<file path="config.mk">
export PLATFORM = sky130hd
export DESIGN_NAME = event_cart_mapper_and_timer
export DESIGN_NICKNAME = d
export VERILOG_FILES = /design/src/hdl/ecmt_pkg.sv /design/src/hdl/ecmt_front.sv /design/src/hdl/ecmt_queue.sv /design/src/hdl/ecmt_back.sv /design/src/hdl/event_cart_mapper_and_timer.sv
export SDC_FILE = /design/constraint.sdc
export NUM_CORES = 1
export LEC_CHECK = 0
export ABC_CLOCK_PERIOD_IN_PS = 8900
export BUFFER_PORTS_ARGS = -buffer_cell sky130_fd_sc_hd__buf_2
export CELL_PAD_IN_SITES_DETAIL_PLACEMENT = 0
export CELL_PAD_IN_SITES_GLOBAL_PLACEMENT = 1
export CORE_MARGIN = 2
export CORE_UTILIZATION = 50
export DETAILED_ROUTE_END_ITERATION = 12
export GPL_TIMING_DRIVEN = 0
export PLACE_DENSITY_LB_ADDON = 0.1
export SLEW_MARGIN = 20
export SYNTH_ARGS = -nofsm -noshare
export SYNTH_HDL_FRONTEND = slang
export SYNTH_SLANG_ARGS = --single-unit
export TNS_END_PERCENT = 20
</file>
<file path="constraint.sdc">
create_clock -name clk -period 8.9 [get_ports clk]
set_clock_uncertainty 0.15 [all_clocks]
set_input_delay 0.445 -clock clk [delete_from_list [all_inputs] [get_ports clk]]
set_output_delay 0.445 -clock clk [all_outputs]
set_load 0.05 [all_outputs]
</file>
<file path="src/hdl/ecmt_pkg.sv">
// Shared types and constants of the cartridge mapper and competition timer.
package ecmt_pkg;

    localparam int SCORE_SECONDS_DEF = 5;

    localparam int ADDR_W = 24;
    localparam int DATA_W = 8;
    localparam int SIZE_W = 23;
    localparam int LIN_W  = 22;
    localparam int STEP_W = $clog2(LIN_W + 1);
    localparam int CFG_W  = 23;
    localparam int CFG_IDX_W = 3;
    localparam int QUEUE_DEPTH = 2;

    localparam logic [SIZE_W-1:0] BANK_SIZE_RESET = 23'h100000;

    localparam logic [ADDR_W-1:0] B0_ROM_LOW_MASK  = 24'h808000;
    localparam logic [ADDR_W-1:0] B1_ROM_LOW_MASK  = 24'h208000;
    localparam logic [ADDR_W-1:0] STATUS_ADDR_A    = 24'h106000;
    localparam logic [ADDR_W-1:0] STATUS_ADDR_B    = 24'hc00000;
    localparam logic [ADDR_W-1:0] SELECT_ADDR_A    = 24'h206000;
    localparam logic [ADDR_W-1:0] SELECT_ADDR_B    = 24'he00000;

    localparam logic [DATA_W-1:0] SEL_START        = 8'h09;
    localparam logic [DATA_W-1:0] SEL_B0_BANK2     = 8'h05;
    localparam logic [DATA_W-1:0] SEL_B0_BANK3     = 8'h03;
    localparam logic [DATA_W-1:0] SEL_B1_BANK2     = 8'h0c;
    localparam logic [DATA_W-1:0] SEL_B1_BANK3     = 8'h0a;
    localparam logic [DATA_W-1:0] STATUS_DONE_BIT  = 8'h02;

    typedef enum logic [1:0] {
        REQ_TICK      = 2'd0,
        REQ_MEM_READ  = 2'd1,
        REQ_REG_READ  = 2'd2,
        REQ_REG_WRITE = 2'd3
    } req_t;

    typedef enum logic [CFG_IDX_W-1:0] {
        CFG_BOARD_KIND    = 3'd0,
        CFG_TIMER_SECONDS = 3'd1,
        CFG_BANK0_SIZE    = 3'd2,
        CFG_BANK1_SIZE    = 3'd3,
        CFG_BANK2_SIZE    = 3'd4,
        CFG_BANK3_SIZE    = 3'd5
    } cfg_idx_t;

    typedef enum logic {
        BK_IDLE,
        BK_MIRROR
    } back_state_t;

    typedef logic [SIZE_W-1:0] size_t;

    typedef struct packed {
        logic [DATA_W-1:0] read_data;
        logic              hit;
        logic [1:0]        bank;
        logic [LIN_W-1:0]  lin;
        logic              timer_running;
        logic              score_running;
    } work_t;

    typedef struct packed {
        logic [DATA_W-1:0] read_data;
        logic              rom_access;
        logic [1:0]        rom_bank;
        logic [LIN_W-1:0]  rom_offset;
        logic              timer_running;
        logic              score_running;
    } result_t;

    typedef struct packed {
        logic full;
        logic empty;
    } q_status_t;

endpackage

</file>
<file path="src/hdl/ecmt_front.sv">
// Front end: accepts requests, updates timer and register state, decodes the ROM mapping.
module ecmt_front #(
    parameter int SCORE_SECONDS = ecmt_pkg::SCORE_SECONDS_DEF
) (
    input  logic                        clk,
    input  logic                        rst_n,
    input  logic                        push,
    input  logic [1:0]                  req_type,
    input  logic [ecmt_pkg::ADDR_W-1:0] bus_address,
    input  logic [ecmt_pkg::DATA_W-1:0] bus_data,
    input  logic                        board_kind,
    input  logic [15:0]                 timer_seconds,
    input  ecmt_pkg::q_status_t         q_status,
    output logic                        q_push,
    output ecmt_pkg::work_t             q_data
);
    import ecmt_pkg::*;

    localparam int SCORE_W = $clog2(SCORE_SECONDS + 1);

    logic [DATA_W-1:0]  status_reg, status_next;
    logic [DATA_W-1:0]  select_reg, select_next;
    logic               timer_on_reg, timer_on_next;
    logic               score_on_reg, score_on_next;
    logic [15:0]        timer_left_reg, timer_left_next;
    logic [SCORE_W-1:0] score_left_reg, score_left_next;
    logic [1:0]         bank;
    logic [LIN_W-1:0]   lin;
    logic               hit;

    assign q_push = push & ~q_status.full;

    always_comb
    begin
        status_next     = status_reg;
        select_next     = select_reg;
        timer_on_next   = timer_on_reg;
        score_on_next   = score_on_reg;
        timer_left_next = timer_left_reg;
        score_left_next = score_left_reg;
        bank            = 2'd0;
        lin             = '0;
        hit             = 1'b0;
        q_data.read_data = bus_data;
        unique case (req_t'(req_type))
            REQ_TICK:
            begin
                q_data.read_data = '0;
                if (score_on_reg && score_left_reg != '0)
                begin
                    score_left_next = score_left_reg - SCORE_W'(1);
                    if (score_left_next == '0)
                    begin
                        score_on_next = 1'b0;
                    end
                end
                if (timer_on_reg && timer_left_reg != '0)
                begin
                    timer_left_next = timer_left_reg - 16'd1;
                    if (timer_left_next == '0)
                    begin
                        timer_on_next   = 1'b0;
                        status_next     = status_reg | STATUS_DONE_BIT;
                        score_on_next   = 1'b1;
                        score_left_next = SCORE_W'(SCORE_SECONDS);
                    end
                end
            end
            REQ_MEM_READ:
            begin
                if (!board_kind)
                begin
                    if (select_reg == SEL_START)    bank = 2'd1;
                    if (select_reg == SEL_B0_BANK2) bank = 2'd2;
                    if (select_reg == SEL_B0_BANK3) bank = 2'd3;
                    if ((bus_address & B0_ROM_LOW_MASK) == B0_ROM_LOW_MASK) bank = 2'd0;
                    if (bus_address[15])
                    begin
                        hit = 1'b1;
                        lin = {bus_address[22:16], bus_address[14:0]};
                    end
                end
                else
                begin
                    if (select_reg == SEL_START)    bank = 2'd1;
                    if (select_reg == SEL_B1_BANK2) bank = 2'd2;
                    if (select_reg == SEL_B1_BANK3) bank = 2'd3;
                    if ((bus_address & B1_ROM_LOW_MASK) == B1_ROM_LOW_MASK) bank = 2'd0;
                    if (bus_address[22])
                    begin
                        hit = 1'b1;
                        lin = bus_address[21:0];
                    end
                    else if (bus_address[15])
                    begin
                        hit = 1'b1;
                        if (bank == 2'd2)
                        begin
                            lin = {1'b0, bus_address[20:0]};
                        end
                        else
                        begin
                            lin = {2'b00, bus_address[20:16], bus_address[14:0]};
                        end
                    end
                end
                if (!hit)
                begin
                    bank = 2'd0;
                end
            end
            REQ_REG_READ:
            begin
                if (bus_address == STATUS_ADDR_A || bus_address == STATUS_ADDR_B)
                begin
                    q_data.read_data = status_reg;
                end
            end
            REQ_REG_WRITE:
            begin
                if (bus_address == SELECT_ADDR_A || bus_address == SELECT_ADDR_B)
                begin
                    select_next = bus_data;
                    if (timer_seconds != '0 && bus_data == SEL_START)
                    begin
                        timer_on_next   = 1'b1;
                        timer_left_next = timer_seconds;
                    end
                end
            end
        endcase
        q_data.hit           = hit;
        q_data.bank          = bank;
        q_data.lin           = lin;
        q_data.timer_running = timer_on_next;
        q_data.score_running = score_on_next;
    end

    always_ff @(posedge clk or negedge rst_n)
    begin
        if (!rst_n)
        begin
            status_reg     <= '0;
            select_reg     <= '0;
            timer_on_reg   <= 1'b0;
            score_on_reg   <= 1'b0;
            timer_left_reg <= '0;
            score_left_reg <= '0;
        end
        else if (q_push)
        begin
            status_reg     <= status_next;
            select_reg     <= select_next;
            timer_on_reg   <= timer_on_next;
            score_on_reg   <= score_on_next;
            timer_left_reg <= timer_left_next;
            score_left_reg <= score_left_next;
        end
    end

endmodule

</file>
<file path="src/hdl/ecmt_queue.sv">
// Two-entry queue of decoded requests between the front end and the mirror unit.
module ecmt_queue (
    input  logic                clk,
    input  logic                rst_n,
    input  logic                wr_en,
    input  ecmt_pkg::work_t     wr_data,
    input  logic                rd_en,
    output ecmt_pkg::work_t     rd_data,
    output ecmt_pkg::q_status_t status
);
    import ecmt_pkg::*;

    work_t      head_reg;
    work_t      tail_reg;
    logic [1:0] count_reg, count_next;

    assign rd_data      = head_reg;
    assign status.empty = (count_reg == 2'd0);
    assign status.full  = (count_reg == 2'(QUEUE_DEPTH));

    always_comb
    begin
        count_next = count_reg;
        if (wr_en && !rd_en)
        begin
            count_next = count_reg + 2'd1;
        end
        else if (rd_en && !wr_en)
        begin
            count_next = count_reg - 2'd1;
        end
    end

    always_ff @(posedge clk)
    begin
        if (rd_en && count_reg == 2'd2)
        begin
            head_reg <= tail_reg;
        end
        else if (wr_en && (count_reg == 2'd0 || (count_reg == 2'd1 && rd_en)))
        begin
            head_reg <= wr_data;
        end
        if (wr_en && count_reg == 2'd1 && !rd_en)
        begin
            tail_reg <= wr_data;
        end
    end

    always_ff @(posedge clk or negedge rst_n)
    begin
        if (!rst_n)
        begin
            count_reg <= '0;
        end
        else
        begin
            count_reg <= count_next;
        end
    end

endmodule

</file>
<file path="src/hdl/ecmt_back.sv">
// Back end: folds the linear ROM address into the bank size one bit per cycle.
module ecmt_back (
    input  logic                  clk,
    input  logic                  rst_n,
    input  ecmt_pkg::q_status_t   q_status,
    input  ecmt_pkg::work_t       q_data,
    input  ecmt_pkg::size_t [3:0] bank_size,
    input  logic                  pop,
    output logic                  q_pop,
    output logic                  empty,
    output ecmt_pkg::result_t     result
);
    import ecmt_pkg::*;

    back_state_t       state_reg, state_next;
    work_t             work_reg, work_next;
    logic [LIN_W-1:0]  addr_reg, addr_next;
    logic [SIZE_W-1:0] size_reg, size_next;
    logic [LIN_W-1:0]  base_reg, base_next;
    logic [STEP_W-1:0] step_reg, step_next;
    logic              out_valid_reg, out_valid_next;
    result_t           out_reg, out_next;
    logic [STEP_W-1:0] pos;
    logic [LIN_W-1:0]  bit_val;
    logic              size_zero;
    logic              done;
    logic              out_free;

    assign empty  = ~out_valid_reg;
    assign result = out_reg;

    assign pos       = step_reg - STEP_W'(1);
    assign bit_val   = LIN_W'(1) << pos;
    assign size_zero = (size_reg == '0);
    assign done      = ~work_reg.hit | size_zero | ({1'b0, addr_reg} < size_reg)
                       | (step_reg == '0);
    assign out_free  = ~out_valid_reg | pop;

    always_comb
    begin
        state_next     = state_reg;
        work_next      = work_reg;
        addr_next      = addr_reg;
        size_next      = size_reg;
        base_next      = base_reg;
        step_next      = step_reg;
        out_next       = out_reg;
        out_valid_next = out_valid_reg & ~pop;
        q_pop          = 1'b0;
        unique case (state_reg)
            BK_IDLE:
            begin
                if (!q_status.empty)
                begin
                    q_pop      = 1'b1;
                    work_next  = q_data;
                    addr_next  = q_data.lin;
                    size_next  = bank_size[q_data.bank];
                    base_next  = '0;
                    step_next  = STEP_W'(LIN_W);
                    state_next = BK_MIRROR;
                end
            end
            BK_MIRROR:
            begin
                if (done)
                begin
                    if (out_free)
                    begin
                        out_next.read_data     = work_reg.read_data;
                        out_next.rom_access    = work_reg.hit;
                        out_next.rom_bank      = work_reg.bank;
                        out_next.rom_offset    = size_zero ? '0 : base_reg + addr_reg;
                        out_next.timer_running = work_reg.timer_running;
                        out_next.score_running = work_reg.score_running;
                        out_valid_next         = 1'b1;
                        state_next             = BK_IDLE;
                    end
                end
                else
                begin
                    step_next = step_reg - STEP_W'(1);
                    if (addr_reg[pos[$clog2(LIN_W)-1:0]])
                    begin
                        addr_next = addr_reg - bit_val;
                        if (size_reg > {1'b0, bit_val})
                        begin
                            size_next = size_reg - {1'b0, bit_val};
                            base_next = base_reg + bit_val;
                        end
                    end
                end
            end
        endcase
    end

    always_ff @(posedge clk)
    begin
        work_reg <= work_next;
        addr_reg <= addr_next;
        size_reg <= size_next;
        base_reg <= base_next;
        step_reg <= step_next;
        out_reg  <= out_next;
    end

    always_ff @(posedge clk or negedge rst_n)
    begin
        if (!rst_n)
        begin
            state_reg     <= BK_IDLE;
            out_valid_reg <= 1'b0;
        end
        else
        begin
            state_reg     <= state_next;
            out_valid_reg <= out_valid_next;
        end
    end

endmodule

</file>
<file path="src/hdl/event_cart_mapper_and_timer.sv">
// Top level of the cartridge mapper and competition timer.
//
//  Channel   | Handshake        | Fields
//  ----------+------------------+---------------------------------------------
//  request   | push / full      | req_type, bus_address, bus_data
//  result    | pop / empty      | read_data, rom_access, rom_bank, rom_offset,
//            |                  | timer_running, score_running
//  config    | cfg_write        | cfg_index, cfg_data
//
// A request enters the two-entry queue at the edge it is accepted; timer and register
// state are updated at that same edge. The mirror unit then pops it when idle, folds its
// address top bit first until it lies below the bank size, and registers the result.
// Reset clears control, timer, register and config state, not data registers; bank sizes
// return to 1 MiB. A held result stalls the mirror unit, and a full queue raises full.
module event_cart_mapper_and_timer #(
    parameter int SCORE_SECONDS = ecmt_pkg::SCORE_SECONDS_DEF
) (
    input  logic                           clk,
    input  logic                           rst_n,
    input  logic                           push,
    output logic                           full,
    input  logic [1:0]                     req_type,
    input  logic [ecmt_pkg::ADDR_W-1:0]    bus_address,
    input  logic [ecmt_pkg::DATA_W-1:0]    bus_data,
    output logic                           empty,
    input  logic                           pop,
    output logic [ecmt_pkg::DATA_W-1:0]    read_data,
    output logic                           rom_access,
    output logic [1:0]                     rom_bank,
    output logic [ecmt_pkg::LIN_W-1:0]     rom_offset,
    output logic                           timer_running,
    output logic                           score_running,
    input  logic                           cfg_write,
    input  logic [ecmt_pkg::CFG_IDX_W-1:0] cfg_index,
    input  logic [ecmt_pkg::CFG_W-1:0]     cfg_data
);
    import ecmt_pkg::*;

    logic        board_kind_reg;
    logic [15:0] timer_seconds_reg;
    size_t [3:0] bank_size_reg;
    logic        q_push;
    logic        q_pop;
    work_t       q_wr_data;
    work_t       q_rd_data;
    q_status_t   q_status;
    result_t     result;

    always_ff @(posedge clk or negedge rst_n)
    begin
        if (!rst_n)
        begin
            board_kind_reg    <= 1'b0;
            timer_seconds_reg <= '0;
            for (int i = 0; i < 4; i++)
            begin
                bank_size_reg[i] <= BANK_SIZE_RESET;
            end
        end
        else if (cfg_write)
        begin
            unique case (cfg_idx_t'(cfg_index))
                CFG_BOARD_KIND:    board_kind_reg    <= cfg_data[0];
                CFG_TIMER_SECONDS: timer_seconds_reg <= cfg_data[15:0];
                CFG_BANK0_SIZE:    bank_size_reg[0]  <= cfg_data[SIZE_W-1:0];
                CFG_BANK1_SIZE:    bank_size_reg[1]  <= cfg_data[SIZE_W-1:0];
                CFG_BANK2_SIZE:    bank_size_reg[2]  <= cfg_data[SIZE_W-1:0];
                CFG_BANK3_SIZE:    bank_size_reg[3]  <= cfg_data[SIZE_W-1:0];
                default:
                begin
                end
            endcase
        end
    end

    assign full = q_status.full;

    ecmt_front #(
        .SCORE_SECONDS(SCORE_SECONDS)
    ) u_front (
        .clk          (clk),
        .rst_n        (rst_n),
        .push         (push),
        .req_type     (req_type),
        .bus_address  (bus_address),
        .bus_data     (bus_data),
        .board_kind   (board_kind_reg),
        .timer_seconds(timer_seconds_reg),
        .q_status     (q_status),
        .q_push       (q_push),
        .q_data       (q_wr_data)
    );

    ecmt_queue u_queue (
        .clk    (clk),
        .rst_n  (rst_n),
        .wr_en  (q_push),
        .wr_data(q_wr_data),
        .rd_en  (q_pop),
        .rd_data(q_rd_data),
        .status (q_status)
    );

    ecmt_back u_back (
        .clk      (clk),
        .rst_n    (rst_n),
        .q_status (q_status),
        .q_data   (q_rd_data),
        .bank_size(bank_size_reg),
        .pop      (pop),
        .q_pop    (q_pop),
        .empty    (empty),
        .result   (result)
    );

    assign read_data     = result.read_data;
    assign rom_access    = result.rom_access;
    assign rom_bank      = result.rom_bank;
    assign rom_offset    = result.rom_offset;
    assign timer_running = result.timer_running;
    assign score_running = result.score_running;

endmodule

</file>
==> results.md, run 1 <==
* Status: finished, final reports clean
* Critical-path maximum fanout at 10
* Clock-pin slew reported for the worst setup and hold paths after clock tree synthesis at 0.06 ns
* Worst flop-to-flop path endpoint: u_back.base_reg[20]
* Primary FF master, synth: edfxtp_1
* Number of iterations in the first detailed-routing pass at 5
* Antenna violations before repair at 1
* Number of global-route vias before repair at roughly 14k
* Critical path data arrival time at approximately 6 ns
* Die Y-Extent at 200 um
* Die footprint at between 30000 and 40000 um^2
* Smallest setup slack after layout at 3.05 ns
* Filler cell count in the final layout at about 3.2k
* Synthesized instance count at 1670
* Met3 Use GR at 3.34%
* Sequential Area at 9290 um^2
* Crit path required time at 9.06 ns
* First-pass GRT wire length at 77800 um
* HP Class: in -> reg
* Number of buffers and inverters on the critical path at 5
* Core Footprint at 37800 um^2
* Peak per-stage delay on the critical path at 0.87 ns
* Remaining design rule violation count at 0
* Number of clock sinks at roughly 330
* Multi-input gate area at 9370 um^2
* R2R cell count at 18
* Count of final setup violators at 0
* Startpoint of the lowest-slack hold path: cfg_data[11]
* Number of buffers on the longest clock path at 3
* Worst slew pin tran at between 0.9 and 1 ns
* Count of port buffers added during placement at roughly 100
* Yosys warnings at 0
* Worst slew margin relative to its limit at between 30% and 40%
* CTS tree: done
* CTS Root Buffer Type: clkbuf_16
* Kind of end point of the critical path: flop
* Util after Layout at roughly 59%
* Top Ports at roughly 100
* Number of unique standard cell types used by synthesis at 74
* Final Wtd Congestion at approximately 0.95
* Depth of the CTS H-tree at 2
* Fraction of synthesis flops using an asynchronous set or reset pin at a little over two fifths
* Synthesized area divided by synthesized cell count at about 11 um^2
* Combined area of all synthesized cells at approximately 19000 um^2
* Estimated wirelength of the detail-placed design at about 37000 um
* Antenna Cells at 0
* Number of flip-flops and latches in the synthesized netlist at ~330
* Cell depth of the worst hold path at 2
* Count of flip-flops with a built-in enable after synthesis at 190
* Worst voltage drop across the vdd grid at 0.000189 V
* Final-layout setup total negative slack at 0 ns
* Library cell appearing most often on the critical path: ha_1
* Worst reg2reg startpoint: u_back.step_reg[0]
* Number of violations reported at the end of detailed-routing iteration 0 at between 800 and 900
* RSZ-0062 raised after global routing: false
* Maximum number of pins on one net before global-route repair at 97
* Post-place setup slack at approximately 3.2 ns
* Worst-case register-to-register setup slack at 3.05 ns
* Final critical-path share of the clock period at 65.8%
* Total number of vias at 13.8k
* Global-route total usage across every layer at 25.9%
* Post-CTS Repair Setup Buffers at 0
* Share of final-layout standard cells stronger than drive strength 1 at 21.4%
* Number of nets with antenna violations after detailed routing at 0
* Hold Path End: bank_size_reg[80]
* Met1 GRT Util at around a third
* Average wire per standard cell at between 20 and 25 um
* Cell with the biggest individual delay on the critical path: a2111oi_0
* Clock latency on the worst-skew pair at around 0.57 ns
* Global routing met2 resource utilization at between 40% and 50%
* Number of pins exceeding their max-slew limit in the final report at 0
* Total gr overflow at 0
* Critical Path Start Type: flop
* Category of cells accounting for the largest share of critical-path delay: compound AO/OA/AOI/OAI gates
* Sequential area share after synthesis at between 40% and 50%
* Width of the die at 200 um
* Time the final worst path needs with I/O delays and setup at 5.85 ns
* Number of max-cap violations at 0
* Worst-path cell chain: buf_2 -> inv_1 -> ha_1 -> ha_1 -> clkbuf_1 -> buf_1 -> nand3_1 -> inv_1 -> ha_1 -> a21o_1 -> a21oi_1 -> o21ai_0 -> a2111oi_0 -> nor3_1 -> o31ai_1 -> a21oi_1 -> xnor2_1 -> nor2_1
* Total number of placement rows at 71
* Power per standard cell area at 410 nW/um^2
* Fin. Hold Viols at 0
* Setup CP Type: reg -> reg
* Net total in the final layout at a little over 2k
* Total wire length at ~50000 um
* Layout Area Growth over Synthesis at 15.3%
* Post-Syn Nets at 1865
* Number of buffers inserted during clock tree synthesis at 39
* Initial core utilization at approximately 50%
* Global routing's busiest layer: met2
* FMAX at 171 MHz
* Number of flip-flops in the largest register at a little over 90
* Lkg Pwr at just over 0.009 uW
* Mean number of vias per cell at ~5.8
[report_power, final]
part | switching (uW) | leakage, uW | internal (uW)
logic | 2630 | 0.00492 | 1800
clock network | 666 | 0.000670 | 1050
registers | 429 | 0.00350 | 2480
total | 3730 | 0.00908 | 5330
[synthesized netlist by cell type (all sizes together) (22+ instances only)]
library cell	n	share of area, %
a21o	32	1.3
inv	95	1.9
xnor2	41	1.9
a21oi	87	2.3
edfxtp	190	30
nand2	108	2.1
nor2	80	1.6
and2	38	1.3
nor3	40	1.1
nor4	26	0.85
ha	126	8.2
xor2	29	1.3
o21ai	86	2.3
mux2	168	9.9
nand3	33	0.86
mux4	28	3.3
nor2b	22	0.72
clkbuf	39	0.76
dfrtp	139	18
[repair_timing]
| item | in CTS | in global routing |
|---|---|---|
| hold endpoints to repair | 81 | 0 |
| resized for setup | 0 | 0 |
| hold buffers | 15 | 0 |
[worst max path at each step]
stage / cells past startpoint / to / slack [ns] / startpoint
finish: 18 / u_back.base_reg[20] / 3.05 / u_back.step_reg[0]
global route: 19 / u_back.size_reg[14] / 2.72 / u_back.step_reg[0]
CTS: 18 / u_back.base_reg[20] / 3.15 / u_back.step_reg[0]
detailed placement: 18 / u_back.base_reg[20] / 3.17 / u_back.step_reg[0]
global placement: 15 / u_back.base_reg[0] / 0.30 / u_back.step_reg[0]
floorplan: 16 / u_back.base_reg[0] / 2.57 / u_back.step_reg[0]
[layout make-up]
| cell class | count | area share (%) |
|---|---|---|
| buffer | 53 | 0.911 |
| clock buffer | 54 | 4.99 |
| clock inverter | 18 | 1.28 |
| inverter | 96 | 1.63 |
| multi-input combinational | 1188 | 42.4 |
| sequential | 333 | 42.0 |
| tap | 511 | 2.89 |
| timing repair buffer | 124 | 3.90 |
[layer usage]
metal,wire (um),vias to the layer above,part of all wire (%)
li1,-,6579,-
met3,1950,89,3.9
met4,1820,2,3.6
met5,13,-,0.026
met2,23800,298,47
met1,22800,6842,45
[cells by family (layout without fill, tap and decap cells)]
kind of cell | Yosys count | after routing | synth area share, %
AND/OR/NAND/NOR | 441 | 441 | 11.9
XOR/XNOR | 70 | 70 | 3.20
flip-flops | 333 | 333 | 48.4
multiplexers | 201 | 201 | 13.4
adder cells (fa/ha/maj) | 130 | 130 | 8.64
AO/OA/AOI/OAI | 346 | 346 | 11.5
buffers and inverters | 149 | 345 | 2.93
[through the flow]
step,power [uW],hold slack (ns),cell area (um^2),instances
floorplan,6040,-0.000591,19200,1670
global placement,7180,0.251,20300,2282
detailed placement,7320,0.223,20600,2290
CTS,9090,0.00475,22100,2377
global route,9700,0.0285,22100,2377
finish,9060,0.0285,22100,2377
[cell usage in the layout, fill, tap and decap left out, types with 8 or more instances in the layout]
| cell type | instances |
|---|---|
| and2_1 | 37 |
| buf_1 | 12 |
| dlygate4sd3_1 | 15 |
| a21oi_1 | 86 |
| clkbuf_16 | 40 |
| o31ai_1 | 12 |
| a22oi_1 | 8 |
| or3_1 | 11 |
| mux2_2 | 168 |
| nor2_1 | 79 |
| nor3_1 | 39 |
| nand2_1 | 108 |
| nor2b_1 | 22 |
| a31oi_1 | 17 |
| xor2_1 | 29 |
| and3_1 | 10 |
| o22ai_1 | 12 |
| or2_2 | 8 |
| o21a_1 | 15 |
| xnor2_1 | 41 |
| buf_2 | 102 |
| a211oi_1 | 9 |
| nand4_1 | 14 |
| inv_1 | 95 |
| o21bai_1 | 11 |
| mux4_2 | 28 |
| nor4_1 | 26 |
| edfxtp_1 | 190 |
| a21o_1 | 32 |
| o21ai_0 | 84 |
| clkbuf_1 | 48 |
| nand2b_1 | 20 |
| nand3_1 | 33 |
| ha_1 | 126 |
| dfrtp_1 | 139 |
(Power assumes the default switching activity.)
==> run 2, diff against run 1 <==
Settings changed: ABC_CLOCK_PERIOD_IN_PS 8900 to 4800, CORE_UTILIZATION 50 to 46.
Clock period 8.9 ns to 4.8 ns, I/O delays scaled along.
==> run 2 against run 1 <==
- via count increased by 1.3%
- first-iteration DRC count decreased by 13%
- largest power group unchanged
- critical endpoint unchanged
- critical path type unchanged
- die area increased by 8.5%
==> results.md, run 2 (synthesis results as in run 1) <==
* Status: finished, final reports clean
* Final critical-path share of the clock period at 96.2%
* Cell depth of the worst hold path at 3
* Die Y-Extent at 208 um
* RSZ-0062 raised after global routing: true
* CTS tree: done
* Maximum number of pins on one net before global-route repair at between 100 and 150
* Total number of vias at ~14k
* Number of global-route vias before repair at around 14k
* First-pass GRT wire length at 80200 um
* Critical Path Start Type: flop
* Startpoint of the most critical setup path: u_back.step_reg[0]
* Width of the die at ~210 um
* Total wire length at between 50000 and 60000 um
* Number of buffers on the longest clock path at 3
* HP Class: in -> reg
* Average wire per standard cell at about 21 um
* Power per standard cell area at about 750 nW/um^2
* Smallest setup slack after layout at roughly 0.18 ns
* Antenna violations before repair at 0
* Worst slew margin relative to its limit at between 20% and 30%
* Post-place setup slack at -0.866 ns
* Share of final-layout standard cells stronger than drive strength 1 at a little under a quarter
* Depth of the CTS H-tree at 2
* Initial core utilization at between 40% and 50%
* Estimated wirelength of the detail-placed design at 37600 um
* Number of pins exceeding their max-slew limit in the final report at 0
* End point of the critical path: u_back.base_reg[20]
* FMAX at roughly 220 MHz
* Mean number of vias per cell at approximately 5.7
* Worst slew pin tran at approximately 1.1 ns
* Die footprint at around 43000 um^2
* Kind of end point of the critical path: flop
* Clock latency on the worst-skew pair at ~0.56 ns
* Time the final worst path needs with I/O delays and setup at ~4.6 ns
* Number of iterations in the first detailed-routing pass at 5
* Total number of placement rows at 74
* Top Ports at around 100
* Total gr overflow at 0
* Layout Area Growth over Synthesis at 18.9%
* Setup CP Type: reg -> reg
* CTS Root Buffer Type: clkbuf_16
* Filler cell count in the final layout at 3562
* Worst-case register-to-register setup slack at ~0.18 ns
* Final-layout setup total negative slack at 0 ns
* R2R cell count at 18
* Final Wtd Congestion at between 0.9 and 1
* Crit path required time at between 4 and 5 ns
* Multi-input gate area at 9600 um^2
* Number of nets with antenna violations after detailed routing at 0
* Remaining design rule violation count at 0
* Core Footprint at approximately 41000 um^2
* Lkg Pwr at 0.00934 uW
* Fin. Hold Viols at 0
* Worst hold margin at roughly 0.049 ns
* Number of flip-flops in the largest register at between 90 and 100
* Count of port buffers added during placement at approximately 100
* Number of violations reported at the end of detailed-routing iteration 0 at approximately 750
* Critical path data arrival time at between 4 and 5 ns
* Worst reg2reg startpoint: u_back.step_reg[0]
* Global-route total usage across every layer at between 20% and 30%
* Critical-path maximum fanout at 10
* Number of buffers inserted during clock tree synthesis at 40
* Worst voltage drop across the vdd grid at roughly 0.00036 V
* Commonest non-fill, non-tap cell in the layout: edfxtp_1
* Worst flop-to-flop path endpoint: u_back.base_reg[20]
* Clock-pin slew reported for the worst setup and hold paths after clock tree synthesis at 0.06 ns
* Commonest non-fill, non-tap cells in the layout: edfxtp_1 (190), mux2_2 (168), dfrtp_1 (139)
* Antenna Cells at 0
* Number of clock sinks at approximately 330
* Count of final setup violators at 0
* Sequential Area at around 9300 um^2
* Number of max-cap violations at 0
* Net total in the final layout at slightly above 2k
-- run 2: changes by cell type in the layout (fill, tap and decap cells not counted), moves of 4 or more --
cell | before | now
o21ai_1 | 0 | 4
o22ai_1 | 12 | 8
clkbuf_1 | 48 | 44
dlygate4sd3_1 | 15 | 56
nand2_2 | 0 | 5
nand2_1 | 108 | 103
buf_4 | 0 | 7
o21ai_0 | 84 | 78
clkinv_1 | 3 | 9
-- run 2: critical path, stage by stage (launching register included) --
cell	delay [ns]
edfxtp_1	0.43
buf_4	0.22
inv_1	0.10
ha_2	0.25
ha_2	0.37
clkbuf_4	0.24
nand2_1	0.12
nor2_4	0.08
ha_1	0.24
fa_1	0.41
a21o_1	0.19
a21oi_2	0.24
o21ai_2	0.16
a2111oi_4	0.39
nor3_1	0.14
o31ai_1	0.30
a21oi_1	0.13
xnor2_1	0.15
nor2_1	0.05
-- run 2: final cells by class --
class	count	share of cell area (%)
Multi-Input combinational cell	1188	42.1
Sequential cell	333	40.7
Timing Repair Buffer	173	5.97
Clock buffer	52	4.95
Tap cell	532	2.92
Inverter	96	1.59
Buffer	52	0.895
Clock inverter	21	0.818
-- run 2: what timing repair did --
action,in CTS,in global routing
hold buffers,57,0
endpoints found under the hold margin,297,0
pin swaps,3,9
endpoints found under the setup margin,75,62
resized for setup,27,30
buffers inserted,4,4
-- run 2: per-stage QoR --
step | util, % | power (uW) | std cells | instance area [um^2]
finish | 55.6 | 17000 | 2447 | 22800
global route | 55.6 | 18200 | 2447 | 22800
CTS | 55.2 | 16900 | 2443 | 22600
detailed placement | 50.2 | 13600 | 2310 | 20600
global placement | 49.7 | 13300 | 2303 | 20400
floorplan | - | 11200 | 1670 | 19200
-- run 2: where the power goes --
group          leakage, uW  internal (uW)  switching, uW
combinational      0.00520           3530           5070
sequential         0.00350           4600            781
clock             0.000646           1820           1240
total              0.00934           9950           7090
-- run 2: worst min-delay path by stage --
stage | from | endpoint
after CTS | bus_address[18] | u_queue.tail_reg[20]
after floorplan | rst_n | bank_size_reg[0]
after global routing | bus_address[18] | u_queue.tail_reg[20]
after global placement | u_back.work_reg[0] | u_back.result[0]
final | bus_address[20] | u_queue.tail_reg[21]
after detailed placement | rst_n | bank_size_reg[65]
-- run 2: layer usage --
layer	share of wire, %	GRT usage (%)	up-vias
li1	-	-	6665
met1	44	32.3	6860
met2	48	39.9	355
met3	4.5	3.37	103
met4	3.7	9.48	0
met5	0	0	-
==> run 3, diff against run 2 <==
Settings changed: CORE_UTILIZATION 46 to 25, CTS_BUF_LIST set to sky130_fd_sc_hd__clkbuf_16.
==> run 3 against run 2 <==
- largest power group unchanged
- critical path type unchanged
- register-to-register slack gained 0.02 ns
- final area grew 3.2%
- utilization shrank 25 points
- sequential power grew 1%
- global-route usage shrank 8.7 points
- worst setup slack gained 0.023 ns
==> results.md, run 3 (synthesis results as in run 1) <==
* Die Y-Extent at 281 um
* Antenna violations before repair at 1
* Final critical-path share of the clock period at around 96%
* Number of flip-flops in the largest register at between 90 and 100
* Util after Layout at between 30% and 40%
* Mean number of vias per cell at roughly 4.7
* Net total in the final layout at roughly 2.1k
* CTS tree: done
* Average wire per standard cell at a little over 20 um
* Lkg Pwr at around 0.0094 uW
* Depth of the CTS H-tree at 2
* Number of clock sinks at 333
* Total power at 17400 uW
* Clock-pin slew reported for the worst setup and hold paths after clock tree synthesis at 0.06 ns
* Number of buffers on the longest clock path at 3
* First-pass GRT wire length at roughly 90000 um
* Crit path required time at just under 5 ns
* Commonest non-fill, non-tap cell in the layout: edfxtp_1
* Number of iterations in the first detailed-routing pass at 5
* Layout Area Growth over Synthesis at 22.6%
* Total wire length at between 60000 and 70000 um
* Commonest non-fill, non-tap cells in the layout: edfxtp_1 (190), mux2_2 (168), dfrtp_1 (139)
* Count of port buffers added during placement at between 100 and 150
* Width of the die at roughly 280 um
* Power per standard cell area at 741 nW/um^2
* Setup CP Type: reg -> reg
* Critical Path Start Type: flop
* Final std cells w/o fill at roughly 3.0k
* Number of buffers and inverters on the critical path at 3
* Cell with the biggest individual delay on the critical path: ha_1
* Fin. Hold Viols at 0
* Peak per-stage delay on the critical path at approximately 0.39 ns
* Initial core utilization at 25.3%
* Remaining design rule violation count at 0
* Filler cell count in the final layout at 7790
* Critical path data arrival time at around 4.8 ns
* Share of final-layout standard cells stronger than drive strength 1 at 23.2%
* Library cell appearing most often on the critical path: nand2b_1
* Number of max-cap violations at 0
* Final Wtd Congestion at ~0.8
* Top Ports at approximately 100
* Time the final worst path needs with I/O delays and setup at between 4 and 5 ns
* RSZ-0062 raised after global routing: true
* Total gr overflow at 0
* Global-route total usage across every layer at 15.4%
* Count of final setup violators at 0
* Maximum number of pins on one net before global-route repair at between 70 and 80
* Number of nets with antenna violations after detailed routing at 0
* Category of cells accounting for the largest share of critical-path delay: compound AO/OA/AOI/OAI gates
* Status: finished, final reports clean
* Number of buffers inserted during clock tree synthesis at 44
* Number of violations reported at the end of detailed-routing iteration 0 at roughly 730
* Number of instances in the placed design at about 2.8k
* Critical-path maximum fanout at 10
* Worst-path cell chain: buf_6 -> inv_1 -> ha_4 -> o21ai_0 -> nand2b_1 -> o22ai_4 -> buf_4 -> nand2_1 -> ha_1 -> a211o_1 -> a21oi_1 -> a211oi_1 -> nor4b_2 -> nor3_1 -> o31ai_1 -> nand2b_1 -> xnor2_1 -> mux2_2
* Worst voltage drop across the vdd grid at about 0.00025 V
* Worst slew pin tran at approximately 1.1 ns
* Smallest setup slack after layout at roughly 0.20 ns
* FMAX at about 220 MHz
* HP Class: in -> reg
* Estimated wirelength of the detail-placed design at 45700 um
* Number of global-route vias before repair at ~14k
* Post-place setup slack at -1.08 ns
* Die footprint at around 80000 um^2
* Kind of end point of the critical path: flop
* Core Footprint at roughly 76000 um^2
* Total number of placement rows at 101
* Worst slew margin relative to its limit at between 20% and 30%
* CTS Root Buffer Type: clkbuf_16
* Number of pins exceeding their max-slew limit in the final report at 0
* Total number of vias at 13.9k
* Clock latency on the worst-skew pair at about 0.6 ns
run 3: final cells by class:
class | count | area (um^2) | area share [%]
Antenna cell | 1 | 2.50 | 0.0106
Buffer | 52 | 208 | 0.883
Clock buffer | 46 | 1150 | 4.89
Clock inverter | 36 | 287 | 1.22
Inverter | 96 | 364 | 1.55
Multi-Input combinational cell | 1189 | 9610 | 40.8
Sequential cell | 333 | 9290 | 39.5
Tap cell | 1030 | 1290 | 5.48
Timing Repair Buffer | 173 | 1330 | 5.63
run 3: worst paths after layout:
| check | start | endpoint | slack [ns] | cells after the start |
|---|---|---|---|---|
| setup / recovery | u_back.step_reg[0] | u_back.addr_reg[21] | 0.20 | 18 |
| hold / removal | bus_address[18] | u_queue.tail_reg[20] | 0.05 | 3 |
| setup reg to reg | u_back.step_reg[0] | u_back.addr_reg[21] | 0.20 | 18 |
| hold reg to reg | u_back.work_reg[33] | u_back.result[33] | 0.26 | 0 |
| max in group asynchronous | rst_n | bank_size_reg[2] | 3.63 | 3 |
| min in group asynchronous | rst_n | u_front.timer_left_reg[10] | 0.06 | 2 |
run 3: power breakdown:
group	switching (uW)	internal, uW
sequential	843	4600
combinational	5190	3510
clock	1370	1910
total	7400	10000
run 3: repair_timing:
item | in CTS | in global routing
resized for setup | 39 | 15
hold buffers | 56 | 0
endpoints found under the setup margin | 86 | 59
pin swaps | 6 | 5
endpoints found under the hold margin | 308 | 0
setup buffers | 3 | 5
gates cloned | 0 | 1
run 3: stage by stage:
| stage | area [um^2] | hold WS (ns) | setup TNS, ns |
|---|---|---|---|
| after floorplan | 19200 | -0.206 | 0 |
| after global placement | 21000 | 0.252 | -210.27 |
| after detailed placement | 21200 | 0.111 | -50.39 |
| after CTS | 23400 | 0.00860 | 0 |
| after global routing | 23500 | 0.0413 | -0.124 |
| final | 23500 | 0.0502 | 0 |
run 3: tightest hold or removal path, cell delays in order:
cell	delay [ns]
buf_2	0.15
o2bb2ai_1	0.13
and2_1	0.15
run 3: per-layer routing:
layer  up-vias  global-route usage, %  routed length [um]
met5         -                      0                   0
met4         0                   4.55                1540
met3        90                   1.90                1730
met2       245                   25.5               29000
met1      6913                   21.0               28800
li1       6693                      -                   -
